`config.mk`:
```
export PLATFORM = sky130hd
export DESIGN_NAME = hsv_color_converter
export DESIGN_NICKNAME = d
export VERILOG_FILES = /design/src/hsvc_pkg.sv /design/src/hsv_color_converter.sv /design/src/hsvc_div.sv
export SDC_FILE = /design/constraint.sdc
export NUM_CORES = 2
export LEC_CHECK = 0
export ABC_AREA = 1
export BUFFER_PORTS_ARGS = -buffer_cell sky130_fd_sc_hd__buf_2
export CAP_MARGIN = 15
export CORE_MARGIN = 3
export CORE_UTILIZATION = 55
export DETAILED_ROUTE_END_ITERATION = 10
export GPL_TIMING_DRIVEN = 0
export PLACE_DENSITY = 0.71
export SKIP_LAST_GASP = 1
export SYNTH_ARGS = -nofsm -noshare
export SYNTH_HDL_FRONTEND = slang
export SYNTH_SLANG_ARGS = --single-unit
```
`constraint.sdc`:
```
create_clock -name clk -period 11.5 [get_ports clk]
set_clock_uncertainty 0.15 [all_clocks]
set_input_delay 0.575 -clock clk [delete_from_list [all_inputs] [get_ports clk]]
set_output_delay 0.575 -clock clk [all_outputs]
set_load 0.05 [all_outputs]
```
`src/hsvc_pkg.sv`:
```
// ----------------------------------------------------------------------------
// hsvc_pkg
// Shared types, codes and constants of the HSV color converter.
// ----------------------------------------------------------------------------
`timescale 1ns / 1ps
`default_nettype none

package hsvc_pkg;

	localparam int HUE_W  = 11;
	localparam int GAIN_W = 12;
	localparam int CFG_W  = 12;
	localparam int IDX_W  = 1;
	localparam int SECT_W = 3;
	localparam int FRAC_W = 8;

	localparam logic [11:0] HUE_FULL = 12'd1536;
	localparam logic [11:0] HUE_SECT2 = 12'd512;
	localparam logic [11:0] HUE_SECT4 = 12'd1024;
	localparam logic [GAIN_W-1:0] GAIN_RESET = 12'd256;

	localparam logic [IDX_W-1:0] REG_MODE = 1'b0;
	localparam logic [IDX_W-1:0] REG_GAIN = 1'b1;

	typedef enum logic [1:0] {
		MODE_RGB2HSV = 2'd0,
		MODE_HSV2RGB = 2'd1,
		MODE_SAT_ADJ = 2'd2
	} mode_t;

	// per-sector candidates: value, low (p), rising (t), falling (q)
	typedef enum logic [1:0] {
		VAL_V = 2'd0,
		VAL_P = 2'd1,
		VAL_T = 2'd2,
		VAL_Q = 2'd3
	} val_sel_t;

	typedef struct packed {
		val_sel_t r_sel;
		val_sel_t g_sel;
		val_sel_t b_sel;
	} pick_t;

	function automatic pick_t sector_pick(input logic [SECT_W-1:0] sector);
		pick_t p;
		case (sector)
			3'd0: p = '{VAL_V, VAL_T, VAL_P};
			3'd1: p = '{VAL_Q, VAL_V, VAL_P};
			3'd2: p = '{VAL_P, VAL_V, VAL_T};
			3'd3: p = '{VAL_P, VAL_Q, VAL_V};
			3'd4: p = '{VAL_T, VAL_P, VAL_V};
			3'd5: p = '{VAL_V, VAL_P, VAL_Q};
			default: p = '{VAL_V, VAL_T, VAL_P};
		endcase
		return p;
	endfunction

endpackage

`default_nettype wire

```
`src/hsv_color_converter.sv`:
```
// ----------------------------------------------------------------------------
// hsv_color_converter
// Per-pixel RGB/HSV converter with saturation adjust, fully pipelined.
// ----------------------------------------------------------------------------
// Usage:
//   Input: a pixel item is taken at a clock edge with start high; busy is
//   tied low, so a new item can be taken every cycle (one item per clock).
//   Output: each result is shown for one cycle with done high; the receiver
//   cannot stall and nothing waits, so no item is ever dropped or held.
//   Path: capture, operand and divider-feed registers, then the HSV divider
//   pipeline, one quotient bit per stage, shared in depth by the saturation
//   and hue divides; the RGB candidates divide by constants through
//   reciprocal multiplies in a single stage, followed by a result register.
//   Config: cfg_valid/cfg_ready write port, cfg_ready always high. Index 0
//   is the conversion mode (low two data bits), index 1 the Q4.8 saturation
//   gain. Write only while the pipe is empty; the mode is sampled per item.
//   Reset: clears all valid bits, mode to rgb-to-hsv, gain to 1.0.
// ----------------------------------------------------------------------------
`timescale 1ns / 1ps
`default_nettype none

module hsv_color_converter #(
	parameter int CHANNEL_BITS = 8
) (
	input  wire logic                            clk,
	input  wire logic                            arst_n,
	input  wire logic                            start,
	output logic                                 busy,
	input  wire logic [CHANNEL_BITS-1:0]         red_in,
	input  wire logic [CHANNEL_BITS-1:0]         green_in,
	input  wire logic [CHANNEL_BITS-1:0]         blue_in,
	input  wire logic [hsvc_pkg::HUE_W-1:0]      hue_in,
	input  wire logic [CHANNEL_BITS-1:0]         sat_in,
	input  wire logic [CHANNEL_BITS-1:0]         value_in,
	input  wire logic [CHANNEL_BITS-1:0]         alpha_in,
	output logic                                 done,
	output logic [CHANNEL_BITS-1:0]              red_out,
	output logic [CHANNEL_BITS-1:0]              green_out,
	output logic [CHANNEL_BITS-1:0]              blue_out,
	output logic [hsvc_pkg::HUE_W-1:0]           hue_out,
	output logic [CHANNEL_BITS-1:0]              sat_out,
	output logic [CHANNEL_BITS-1:0]              value_out,
	output logic [CHANNEL_BITS-1:0]              alpha_out,
	input  wire logic                            cfg_valid,
	output logic                                 cfg_ready,
	input  wire logic [hsvc_pkg::IDX_W-1:0]      cfg_index,
	input  wire logic [hsvc_pkg::CFG_W-1:0]      cfg_data
);

	localparam int N    = CHANNEL_BITS;
	localparam int HW   = hsvc_pkg::HUE_W;
	localparam int GW   = hsvc_pkg::GAIN_W;
	localparam int HQ_W = (N > 9) ? N : 9;

	localparam logic [N-1:0]   CH_MAX  = {N{1'b1}};
	// 1.0 in the hue-fraction products: CH_MAX * 256
	localparam logic [N+7:0]   RGB_DEN = {CH_MAX, 8'd0};

	// divider widths
	localparam int SX_W = 2 * N + 2;
	localparam int HX_W = N + 10;
	localparam int DY_W = N + 1;

	localparam int SIDE_A = 2 + GW + 1 + N + HW + 3 * N;
	localparam int SIDE_H = 13;

	// ---------------- configuration ----------------
	logic [1:0]    mode_q;
	logic [GW-1:0] gain_q;

	assign cfg_ready = 1'b1;
	assign busy      = 1'b0;

	always_ff @(posedge clk or negedge arst_n) begin
		if (!arst_n) begin
			mode_q <= hsvc_pkg::MODE_RGB2HSV;
			gain_q <= hsvc_pkg::GAIN_RESET;
		end else if (cfg_valid && cfg_ready) begin
			if (cfg_index == hsvc_pkg::REG_MODE) mode_q <= cfg_data[1:0];
			else if (cfg_index == hsvc_pkg::REG_GAIN) mode_q <= mode_q;
			if (cfg_index == hsvc_pkg::REG_GAIN) gain_q <= cfg_data[GW-1:0];
		end
	end

	// ---------------- s1: capture ----------------
	logic          vld_s1;
	logic [1:0]    mode_s1;
	logic [GW-1:0] gain_s1;
	logic [N-1:0]  r_s1, g_s1, b_s1, sin_s1, vin_s1, a_s1;
	logic [HW-1:0] hin_s1;

	always_ff @(posedge clk or negedge arst_n) begin
		if (!arst_n) vld_s1 <= 1'b0;
		else vld_s1 <= start && !busy;
	end

	always_ff @(posedge clk) begin
		mode_s1 <= mode_q;
		gain_s1 <= gain_q;
		r_s1    <= red_in;
		g_s1    <= green_in;
		b_s1    <= blue_in;
		hin_s1  <= hue_in;
		sin_s1  <= sat_in;
		vin_s1  <= value_in;
		a_s1    <= alpha_in;
	end

	// max / min and the hue sector term
	logic [N-1:0] mx, mn, diff;
	logic         neg;
	logic [11:0]  base;

	always_comb begin
		mx = r_s1;
		mn = r_s1;
		if (g_s1 > mx) mx = g_s1;
		if (b_s1 > mx) mx = b_s1;
		if (g_s1 < mn) mn = g_s1;
		if (b_s1 < mn) mn = b_s1;
		if (r_s1 >= mx) begin
			if (g_s1 >= b_s1) begin
				diff = g_s1 - b_s1; neg = 1'b0; base = '0;
			end else begin
				diff = b_s1 - g_s1; neg = 1'b1; base = hsvc_pkg::HUE_FULL;
			end
		end else if (g_s1 >= mx) begin
			base = hsvc_pkg::HUE_SECT2;
			if (b_s1 >= r_s1) begin
				diff = b_s1 - r_s1; neg = 1'b0;
			end else begin
				diff = r_s1 - b_s1; neg = 1'b1;
			end
		end else begin
			base = hsvc_pkg::HUE_SECT4;
			if (r_s1 >= g_s1) begin
				diff = r_s1 - g_s1; neg = 1'b0;
			end else begin
				diff = g_s1 - r_s1; neg = 1'b1;
			end
		end
	end

	// ---------------- s2 ----------------
	logic          vld_s2, neg_s2;
	logic [1:0]    mode_s2;
	logic [GW-1:0] gain_s2;
	logic [11:0]   base_s2;
	logic [N-1:0]  mx_s2, delta_s2, diff_s2, sin_s2, vin_s2, a_s2;
	logic [HW-1:0] hin_s2;

	always_ff @(posedge clk or negedge arst_n) begin
		if (!arst_n) vld_s2 <= 1'b0;
		else vld_s2 <= vld_s1;
	end

	always_ff @(posedge clk) begin
		mode_s2  <= mode_s1;
		gain_s2  <= gain_s1;
		base_s2  <= base;
		neg_s2   <= neg;
		mx_s2    <= mx;
		delta_s2 <= mx - mn;
		diff_s2  <= diff;
		hin_s2   <= hin_s1;
		sin_s2   <= sin_s1;
		vin_s2   <= vin_s1;
		a_s2     <= a_s1;
	end

	// rounded-divide operands: (2n + d) / (2d)
	logic [SX_W-1:0] sat_x;
	logic [HX_W-1:0] hue_x;

	assign sat_x = ((SX_W'({delta_s2, {N{1'b0}}}) - SX_W'(delta_s2)) << 1) + SX_W'(mx_s2);
	assign hue_x = HX_W'({diff_s2, 9'd0}) + HX_W'(delta_s2);

	// ---------------- s3: divider feed ----------------
	logic              vld_s3;
	logic [SX_W-1:0]   sat_x_s3;
	logic [HX_W-1:0]   hue_x_s3;
	logic [DY_W-1:0]   sat_y_s3, hue_y_s3;
	logic [SIDE_A-1:0] side_a_s3;
	logic [SIDE_H-1:0] side_h_s3;

	always_ff @(posedge clk or negedge arst_n) begin
		if (!arst_n) vld_s3 <= 1'b0;
		else vld_s3 <= vld_s2;
	end

	always_ff @(posedge clk) begin
		sat_x_s3  <= sat_x;
		sat_y_s3  <= {mx_s2, 1'b0};
		hue_x_s3  <= hue_x;
		hue_y_s3  <= {delta_s2, 1'b0};
		side_a_s3 <= {mode_s2, gain_s2, (delta_s2 == '0), mx_s2, hin_s2,
			sin_s2, vin_s2, a_s2};
		side_h_s3 <= {base_s2, neg_s2};
	end

	logic              sd_valid, hd_valid;
	logic [HQ_W-1:0]   sat_q, hue_q;
	logic [SIDE_A-1:0] side_a;
	logic [SIDE_H-1:0] side_h;

	hsvc_div #(.X_W(SX_W), .Y_W(DY_W), .Q_W(HQ_W), .SIDE_W(SIDE_A)) u_sat_div (
		.clk(clk), .arst_n(arst_n), .in_valid(vld_s3), .x(sat_x_s3), .y(sat_y_s3),
		.side_in(side_a_s3), .out_valid(sd_valid), .q(sat_q), .side_out(side_a)
	);

	hsvc_div #(.X_W(HX_W), .Y_W(DY_W), .Q_W(HQ_W), .SIDE_W(SIDE_H)) u_hue_div (
		.clk(clk), .arst_n(arst_n), .in_valid(vld_s3), .x(hue_x_s3), .y(hue_y_s3),
		.side_in(side_h_s3), .out_valid(hd_valid), .q(hue_q), .side_out(side_h)
	);

	logic [1:0]    d_mode;
	logic [GW-1:0] d_gain;
	logic          d_grey, d_neg;
	logic [N-1:0]  d_mx, d_sin, d_vin, d_a;
	logic [HW-1:0] d_hin;
	logic [11:0]   d_base;

	assign {d_mode, d_gain, d_grey, d_mx, d_hin, d_sin, d_vin, d_a} = side_a;
	assign {d_base, d_neg} = side_h;

	// hue with wrap, grey forces zero hue and saturation
	logic [11:0]   hue_raw, hue_wr;
	logic [N-1:0]  sat_v;

	always_comb begin
		hue_raw = d_neg ? d_base - 12'(hue_q[8:0]) : d_base + 12'(hue_q[8:0]);
		hue_wr  = (hue_raw >= hsvc_pkg::HUE_FULL) ? hue_raw - hsvc_pkg::HUE_FULL : hue_raw;
		if (d_grey) hue_wr = '0;
		sat_v = d_grey ? '0 : sat_q[N-1:0];
	end

	// ---------------- s4: HSV done, gain product ----------------
	logic            vld_s4;
	logic [1:0]      mode_s4;
	logic [HW-1:0]   hue_s4, hin_s4;
	logic [N-1:0]    sat_s4, mx_s4, sin_s4, vin_s4, a_s4;
	logic [N+GW-1:0] prod_s4;

	always_ff @(posedge clk or negedge arst_n) begin
		if (!arst_n) vld_s4 <= 1'b0;
		else vld_s4 <= sd_valid && hd_valid;
	end

	always_ff @(posedge clk) begin
		mode_s4 <= d_mode;
		hue_s4  <= hue_wr[HW-1:0];
		sat_s4  <= sat_v;
		prod_s4 <= (N+GW)'(sat_v) * (N+GW)'(d_gain);
		mx_s4   <= d_mx;
		hin_s4  <= d_hin;
		sin_s4  <= d_sin;
		vin_s4  <= d_vin;
		a_s4    <= d_a;
	end

	// round the Q4.8 product, clamp, and pick the HSV source for RGB
	logic [N+GW:0]   prod_rnd;
	logic [N-1:0]    sadj, s_sel, v_sel;
	logic [HW-1:0]   hin_wr, h_sel;

	always_comb begin
		prod_rnd = (N+GW+1)'(prod_s4) + (N+GW+1)'(128);
		sadj = (prod_rnd[N+GW:8] > (N+GW-7)'(CH_MAX)) ? CH_MAX : prod_rnd[N+7:8];
		hin_wr = (hin_s4 >= HW'(hsvc_pkg::HUE_FULL))
			? hin_s4 - HW'(hsvc_pkg::HUE_FULL) : hin_s4;
		if (mode_s4 == hsvc_pkg::MODE_HSV2RGB) begin
			h_sel = hin_wr; s_sel = sin_s4; v_sel = vin_s4;
		end else begin
			h_sel = hue_s4; s_sel = sadj; v_sel = mx_s4;
		end
	end

	// ---------------- s5 ----------------
	logic                      vld_s5;
	logic [1:0]                mode_s5;
	logic [hsvc_pkg::SECT_W-1:0] sect_s5;
	logic [hsvc_pkg::FRAC_W-1:0] frac_s5;
	logic [N-1:0]              s_s5, v_s5, sat_o_s5, val_o_s5, a_s5;
	logic [HW-1:0]             hue_o_s5;

	always_ff @(posedge clk or negedge arst_n) begin
		if (!arst_n) vld_s5 <= 1'b0;
		else vld_s5 <= vld_s4;
	end

	always_ff @(posedge clk) begin
		mode_s5  <= mode_s4;
		sect_s5  <= h_sel[HW-1:8];
		frac_s5  <= h_sel[7:0];
		s_s5     <= s_sel;
		v_s5     <= v_sel;
		hue_o_s5 <= hue_s4;
		sat_o_s5 <= sat_s4;
		val_o_s5 <= mx_s4;
		a_s5     <= a_s4;
	end

	// ---------------- s6: first products ----------------
	logic                      vld_s6, zero_s6;
	logic [1:0]                mode_s6;
	logic [hsvc_pkg::SECT_W-1:0] sect_s6;
	logic [2*N-1:0]            p1_s6;
	logic [N+8:0]              t2_s6, t3_s6;
	logic [N-1:0]              v_s6, sat_o_s6, val_o_s6, a_s6;
	logic [HW-1:0]             hue_o_s6;

	always_ff @(posedge clk or negedge arst_n) begin
		if (!arst_n) vld_s6 <= 1'b0;
		else vld_s6 <= vld_s5;
	end

	always_ff @(posedge clk) begin
		mode_s6  <= mode_s5;
		sect_s6  <= sect_s5;
		zero_s6  <= (s_s5 == '0);
		p1_s6    <= (2*N)'(v_s5) * (2*N)'(CH_MAX - s_s5);
		t2_s6    <= (N+9)'(s_s5) * ((N+9)'(9'd256) - (N+9)'(frac_s5));
		t3_s6    <= (N+9)'(s_s5) * (N+9)'(frac_s5);
		v_s6     <= v_s5;
		hue_o_s6 <= hue_o_s5;
		sat_o_s6 <= sat_o_s5;
		val_o_s6 <= val_o_s5;
		a_s6     <= a_s5;
	end

	logic [N+8:0] d2_full, d3_full;

	assign d2_full = (N+9)'(RGB_DEN) - t2_s6;
	assign d3_full = (N+9)'(RGB_DEN) - t3_s6;

	// ---------------- s7: second products ----------------
	logic                      vld_s7, zero_s7;
	logic [1:0]                mode_s7;
	logic [hsvc_pkg::SECT_W-1:0] sect_s7;
	logic [2*N-1:0]            p1_s7;
	logic [2*N+7:0]            p2_s7, p3_s7;
	logic [N-1:0]              v_s7, sat_o_s7, val_o_s7, a_s7;
	logic [HW-1:0]             hue_o_s7;

	always_ff @(posedge clk or negedge arst_n) begin
		if (!arst_n) vld_s7 <= 1'b0;
		else vld_s7 <= vld_s6;
	end

	always_ff @(posedge clk) begin
		mode_s7  <= mode_s6;
		sect_s7  <= sect_s6;
		zero_s7  <= zero_s6;
		p1_s7    <= p1_s6;
		p2_s7    <= (2*N+8)'(v_s6) * (2*N+8)'(d2_full[N+7:0]);
		p3_s7    <= (2*N+8)'(v_s6) * (2*N+8)'(d3_full[N+7:0]);
		v_s7     <= v_s6;
		hue_o_s7 <= hue_o_s6;
		sat_o_s7 <= sat_o_s6;
		val_o_s7 <= val_o_s6;
		a_s7     <= a_s6;
	end

	// round(n / M) = floor((n + (M-1)/2) / M). For the M*256 divisor the
	// rounding add is M*128 and the low 8 bits drop before the divide by M.
	// floor(m / M) = (m * RCP_K) >> 3N for every m below 2^2N.
	localparam logic [N-1:0] HALF_P = {1'b0, {(N-1){1'b1}}};
	localparam logic [N+6:0] HALF_T = {CH_MAX, 7'd0};
	localparam logic [2*N:0] RCP_K  = {1'b1, {(2*N){1'b0}}}
		+ {{N{1'b0}}, 1'b1, {N{1'b0}}} + (2*N+1)'(2);

	logic [2*N-1:0] m1, m2, m3;
	logic [2*N+7:0] t2_rnd, t3_rnd;

	assign m1     = p1_s7 + (2*N)'(HALF_P);
	assign t2_rnd = p2_s7 + (2*N+8)'(HALF_T);
	assign t3_rnd = p3_s7 + (2*N+8)'(HALF_T);
	assign m2     = t2_rnd[2*N+7:8];
	assign m3     = t3_rnd[2*N+7:8];

	// ---------------- s8: reciprocal products ----------------
	logic                        vld_s8, zero_s8;
	logic [1:0]                  mode_s8;
	logic [hsvc_pkg::SECT_W-1:0] sect_s8;
	logic [4*N-1:0]              rp_s8, rt_s8, rq_s8;
	logic [N-1:0]                v_s8, sat_o_s8, val_o_s8, a_s8;
	logic [HW-1:0]               hue_o_s8;

	always_ff @(posedge clk or negedge arst_n) begin
		if (!arst_n) vld_s8 <= 1'b0;
		else vld_s8 <= vld_s7;
	end

	always_ff @(posedge clk) begin
		mode_s8  <= mode_s7;
		sect_s8  <= sect_s7;
		zero_s8  <= zero_s7;
		rp_s8    <= (4*N)'(m1) * (4*N)'(RCP_K);
		rt_s8    <= (4*N)'(m2) * (4*N)'(RCP_K);
		rq_s8    <= (4*N)'(m3) * (4*N)'(RCP_K);
		v_s8     <= v_s7;
		hue_o_s8 <= hue_o_s7;
		sat_o_s8 <= sat_o_s7;
		val_o_s8 <= val_o_s7;
		a_s8     <= a_s7;
	end

	logic [N-1:0] val_p, val_t, val_q;

	assign val_p = rp_s8[4*N-1:3*N];
	assign val_t = rt_s8[4*N-1:3*N];
	assign val_q = rq_s8[4*N-1:3*N];

	function automatic logic [N-1:0] pick_val(input hsvc_pkg::val_sel_t sel,
		input logic [N-1:0] v, input logic [N-1:0] p,
		input logic [N-1:0] t, input logic [N-1:0] q);
		logic [N-1:0] res;
		case (sel)
			hsvc_pkg::VAL_V: res = v;
			hsvc_pkg::VAL_P: res = p;
			hsvc_pkg::VAL_T: res = t;
			hsvc_pkg::VAL_Q: res = q;
			default:         res = v;
		endcase
		return res;
	endfunction

	// sector table, grey override, then per-mode field mux
	hsvc_pkg::pick_t pk;
	logic [N-1:0]    rr, gg, bb;
	logic [N-1:0]    r_nx, g_nx, b_nx, s_nx, v_nx, a_nx;
	logic [HW-1:0]   h_nx;

	always_comb begin
		pk = hsvc_pkg::sector_pick(sect_s8);
		rr = pick_val(pk.r_sel, v_s8, val_p, val_t, val_q);
		gg = pick_val(pk.g_sel, v_s8, val_p, val_t, val_q);
		bb = pick_val(pk.b_sel, v_s8, val_p, val_t, val_q);
		if (zero_s8) begin
			rr = v_s8; gg = v_s8; bb = v_s8;
		end
		r_nx = '0; g_nx = '0; b_nx = '0;
		h_nx = '0; s_nx = '0; v_nx = '0;
		a_nx = a_s8;
		case (mode_s8)
			hsvc_pkg::MODE_RGB2HSV: begin
				h_nx = hue_o_s8; s_nx = sat_o_s8; v_nx = val_o_s8;
			end
			hsvc_pkg::MODE_HSV2RGB: begin
				r_nx = rr; g_nx = gg; b_nx = bb; a_nx = CH_MAX;
			end
			hsvc_pkg::MODE_SAT_ADJ: begin
				r_nx = rr; g_nx = gg; b_nx = bb;
			end
			default: begin
				a_nx = a_s8;
			end
		endcase
	end

	// ---------------- result register ----------------
	logic          done_q;
	logic [N-1:0]  red_q, green_q, blue_q, sat_q_o, value_q, alpha_q;
	logic [HW-1:0] hue_q_o;

	always_ff @(posedge clk or negedge arst_n) begin
		if (!arst_n) done_q <= 1'b0;
		else done_q <= vld_s8;
	end

	always_ff @(posedge clk) begin
		red_q   <= r_nx;
		green_q <= g_nx;
		blue_q  <= b_nx;
		hue_q_o <= h_nx;
		sat_q_o <= s_nx;
		value_q <= v_nx;
		alpha_q <= a_nx;
	end

	assign done      = done_q;
	assign red_out   = red_q;
	assign green_out = green_q;
	assign blue_out  = blue_q;
	assign hue_out   = hue_q_o;
	assign sat_out   = sat_q_o;
	assign value_out = value_q;
	assign alpha_out = alpha_q;

endmodule

`default_nettype wire

```
`src/hsvc_div.sv`:
```
// ----------------------------------------------------------------------------
// hsvc_div
// Pipelined restoring divider, one quotient bit per stage, with side payload.
// ----------------------------------------------------------------------------
`timescale 1ns / 1ps
`default_nettype none

module hsvc_div #(
	parameter int X_W    = 16,
	parameter int Y_W    = 9,
	parameter int Q_W    = 8,
	parameter int SIDE_W = 1
) (
	input  wire logic              clk,
	input  wire logic              arst_n,
	input  wire logic              in_valid,
	input  wire logic [X_W-1:0]    x,
	input  wire logic [Y_W-1:0]    y,
	input  wire logic [SIDE_W-1:0] side_in,
	output logic                   out_valid,
	output logic [Q_W-1:0]         q,
	output logic [SIDE_W-1:0]      side_out
);

	// remainder wide enough for y shifted by the top quotient bit
	localparam int RW = (X_W > Y_W + Q_W) ? X_W : (Y_W + Q_W);

	logic              vld_s  [Q_W];
	logic [RW-1:0]     rem_s  [Q_W];
	logic [Y_W-1:0]    den_s  [Q_W];
	logic [Q_W-1:0]    quo_s  [Q_W];
	logic [SIDE_W-1:0] side_s [Q_W];

	logic              vld_in  [Q_W];
	logic [RW-1:0]     rem_in  [Q_W];
	logic [Y_W-1:0]    den_in  [Q_W];
	logic [Q_W-1:0]    quo_in  [Q_W];
	logic [SIDE_W-1:0] side_nx [Q_W];
	logic [RW:0]       trial   [Q_W];
	logic [RW-1:0]     rem_nx  [Q_W];
	logic [Q_W-1:0]    quo_nx  [Q_W];

	always_comb begin
		for (int i = 0; i < Q_W; i++) begin
			if (i == 0) begin
				vld_in[i]  = in_valid;
				rem_in[i]  = RW'(x);
				den_in[i]  = y;
				quo_in[i]  = '0;
				side_nx[i] = side_in;
			end else begin
				vld_in[i]  = vld_s[i-1];
				rem_in[i]  = rem_s[i-1];
				den_in[i]  = den_s[i-1];
				quo_in[i]  = quo_s[i-1];
				side_nx[i] = side_s[i-1];
			end
			trial[i] = {1'b0, rem_in[i]} - ((RW+1)'(den_in[i]) << (Q_W - 1 - i));
			rem_nx[i] = trial[i][RW] ? rem_in[i] : trial[i][RW-1:0];
			quo_nx[i] = quo_in[i];
			quo_nx[i][Q_W-1-i] = ~trial[i][RW];
		end
	end

	always_ff @(posedge clk or negedge arst_n) begin
		if (!arst_n) begin
			for (int i = 0; i < Q_W; i++) vld_s[i] <= 1'b0;
		end else begin
			for (int i = 0; i < Q_W; i++) vld_s[i] <= vld_in[i];
		end
	end

	always_ff @(posedge clk) begin
		for (int i = 0; i < Q_W; i++) begin
			rem_s[i]  <= rem_nx[i];
			den_s[i]  <= den_in[i];
			quo_s[i]  <= quo_nx[i];
			side_s[i] <= side_nx[i];
		end
	end

	assign out_valid = vld_s[Q_W-1];
	assign q         = quo_s[Q_W-1];
	assign side_out  = side_s[Q_W-1];

endmodule

`default_nettype wire

```
==> results by group <==
Run status
  • Outcome: finished, final reports clean

Routing
  • 1st-iter DRT viols: 2231
  • Final ANT Viol Nets: 0
  • Total Wirelength: 133000 µm
  • Via-to-Cell Ratio: 4.91
  • DRC errors left: 0
  • DR WL/cell: 14.7 µm
  • Detailed Routing Iterations Pass 1: 6
  • DR vias: 44600

Floorplan
  • Die X-Extent: 360 µm
  • Core ar.: 0.124 mm²
  • Ports: 138
  • Row cnt: 129
  • Die H: 360 µm
  • Initial core utilization: 55.6%
  • Die area: 0.130 mm²

STA
  • Setup TNS: 0 ps
  • RSZ-0062 raised after global routing: false
  • Final worst path period need: 6350 ps
  • Rel. slew slack: 27.8%
  • Max Slew Vio Count: 0
  • Fin crit share: 55.3%
  • Fin. Hold Viols: 0
  • Worst-margin pin slew: 1080 ps
  • Setup Viol. Count Final: 0
  • FMAX: 157 MHz

Worst setup path
  • Worst reg2reg path endpoint: p3_s7[23]
  • Levels on crit path: 21
  • Crit path kind: reg -> reg
  • Buffers & Inverters on Critical Path: 4
  • CP Cell Sequence: clkinv_1 > clkbuf_1 > nor2_1 > fa_1 > fa_1 > inv_1 > fa_1 > inv_1 > fa_1 > ha_1 > nand4_1 > o21ai_0 > a31oi_1 > o21ai_0 > nand2_1 > a21oi_1 > nand2_1 > nand2_1 > nand4_1 > nand3_1 > xnor2_1
  • Worst EP arrival: 6860 ps
  • Worst Path Required: 12010 ps
  • Worst r2r path cells: 21
  • Worst setup EP type: flip-flop
  • Critical path launch point: v_s6[2]
  • Worst reg2reg startpoint: v_s6[2]
  • Peak per-stage delay on the critical path: 720 ps
  • R2R Setup Slk: 5150 ps
  • CP Launch Type: flip-flop
  • CP dominant cell by count: fa_1
  • Critical path peak fanout: 10
  • Worst setup path end: p3_s7[23]
  • Slowest-stage cell, CP: dfxtp_1
  • CP top delay family: adder cells

Finish
  • Design area: 0.0782 mm²
  • Share of post-route cells with drive strength above 1: 6.38%
  • P&R area growth vs syn: 13.3%
  • Layout Cells excl Fill: 9081
  • Final net count: 8414

Yosys
  • Async set-reset flop share out of synthesis: 1.91%
  • Most frequent cell after synthesis: dfxtp_1
  • Sequential area share after synthesis: 48.8%
  • Top_reg_cell synth: dfxtp_1
  • Synthesized area: 0.0690 mm²
  • Yosys warnings: 0
  • Area fraction of the dominant cell type after synthesis: 47.6%
  • Yosys cell types: 59
  • Yosys top cell by area: dfxtp_1
  • Post-synth EDFFs: 0
  • Syn Inst Count: 6939
  • Commonest cells post-synth: dfxtp_1 (1641), inv_1 (1135), nand2_1 (937), ha_1 (664), nor2_1 (592)
  • Mean Syn Cell Area: 9.95 µm²
  • Synth Register Bits: 1673
  • Ranking of synthesized cells by area: dfxtp_1 (48%), ha_1 (12%), fa_1 (11%)

Global route
  • Vias in the first global route: 45900
  • Overflow after GRT: 0
  • Initial antenna violation count: 7
  • GRT Overall Usage: 20.9%
  • Largest net degree at the start of global routing: 33
  • First-pass GRT wire length: 222000 µm

CTS
  • Sink Count: 1673
  • Post-CTS setup buffer count: 0
  • H-tree depth: 4
  • Num CTS Buffers: 159
  • CTS tree: yes
  • Deepest clock path buffer count: 3
  • Clock latency at the later pin of the worst-skew pair: 780 ps
  • Clock-pin slew on the worst setup and hold paths: 60 ps
  • Root buf cell: clkbuf_16

Worst hold path
  • Min-Delay Path Class: reg -> reg

Placed design
  • DP Cell Count: 8712
  • Placed Area: 0.0718 mm²
  • Gpl congestion: 0.892
  • Post-DP HPWL: 101000 µm
  • I/O Buffers: 135

Job
  • Max-cap viol count: 0
## layout make-up
class	count	area, µm²
Antenna cell	1	2.50
Buffer	86	354
Clock buffer	209	4450
Clock inverter	84	1240
Fill cell	10000	45900
Inverter	1151	4320
Multi-Input combinational cell	4030	30700
Sequential cell	1673	33700
Tap cell	1637	2050
Timing Repair Buffer	210	1430
## metal layers
| layer | GRT usage, % | share of wire, % | vias to the layer above |
|---|---|---|---|
| li1 | - | - | 22600 |
| met1 | 25.5 | 43 | 20900 |
| met2 | 37.3 | 49 | 928 |
| met3 | 3.21 | 4.4 | 279 |
| met4 | 7.93 | 3.5 | 0 |
| met5 | 0 | 0 | - |
## what timing repair did
action,CTS,global route
hold buffers,75,0
endpoints found under the hold margin,105,0
resized for setup,0,0
## flip-flops by register name, indices dropped and copies added (netlist names), 13 cells and up
signal / cells
u_hue_div.quo_s: 45
p1_s6: 16
u_hue_div.rem_s: 143
u_sat_div.side_s: 514
p1_s7: 16
p3_s7: 17
side_a_s3: 58
t2_s6: 16
t3_s6: 15
prod_s4: 13
u_hue_div.side_s: 27
u_hue_div.den_s: 21
u_sat_div.quo_s: 36
u_sat_div.rem_s: 144
p2_s7: 17
sat_x_s3: 17
## placed cells by master (no fill, tap or decap), types with 28 or more instances in the layout
cell | netlist | layout
a211oi_1 | 34 | 34
a21oi_1 | 344 | 344
buf_2 | 1 | 136
clkbuf_1 | 70 | 92
clkbuf_16 | 0 | 159
clkbuf_8 | 0 | 28
dfrtp_1 | 31 | 31
dfxtp_1 | 1641 | 1641
dlygate4sd3_1 | 0 | 75
fa_1 | 363 | 363
ha_1 | 664 | 664
inv_1 | 1135 | 1135
nand2_1 | 937 | 937
nand3_1 | 138 | 138
nand4_1 | 36 | 36
nor2_1 | 592 | 592
nor3_1 | 57 | 57
o21ai_0 | 284 | 284
xnor2_1 | 108 | 108
xor2_1 | 235 | 235
## logic make-up (layout without fill, tap and decap cells)
logic type               after synthesis  after routing  share of synthesized area (%)
multiplexers                          20             20                          0.314
flip-flops                          1673           1673                           48.8
XOR/XNOR                             343            343                           4.35
AO/OA/AOI/OAI                        790            790                           6.32
adder cells (fa/ha/maj)             1027           1027                           22.6
buffers and inverters               1237           1740                           6.77
AND/OR/NAND/NOR                     1847           1847                           10.9
other                                  2              4                         0.0109
## worst min-delay path by stage
| stage | to | depth (start not counted) | from |
|---|---|---|---|
| final | u_sat_div.rem_s[0][20] | 0 | u_sat_div.rem_s[0][2] |
| after floorplan | done | 0 | arst_n |
| after detailed placement | u_sat_div.side_s[0][509] | 0 | u_sat_div.side_s[0][451] |
| after global placement | hue_x_s3[9] | 0 | diff_s2[0] |
| after CTS | gain_q[11] | 3 | cfg_index |
| after global routing | gain_q[3] | 3 | cfg_index |
## through the flow
stage / hold WS, ps / worst slack, ps / util [%]
floorplan: 129 / 5950 / -
global placement: 160 / 5250 / 57.8
detailed placement: 162 / 5140 / 57.8
CTS: 82.2 / 5140 / 63.0
global route: 135 / 4660 / 63.0
finish: 149 / 5150 / 63.0
Power is not shown: default switching activity piles up to over one toggle a cycle in this logic, so the estimate is an artifact.
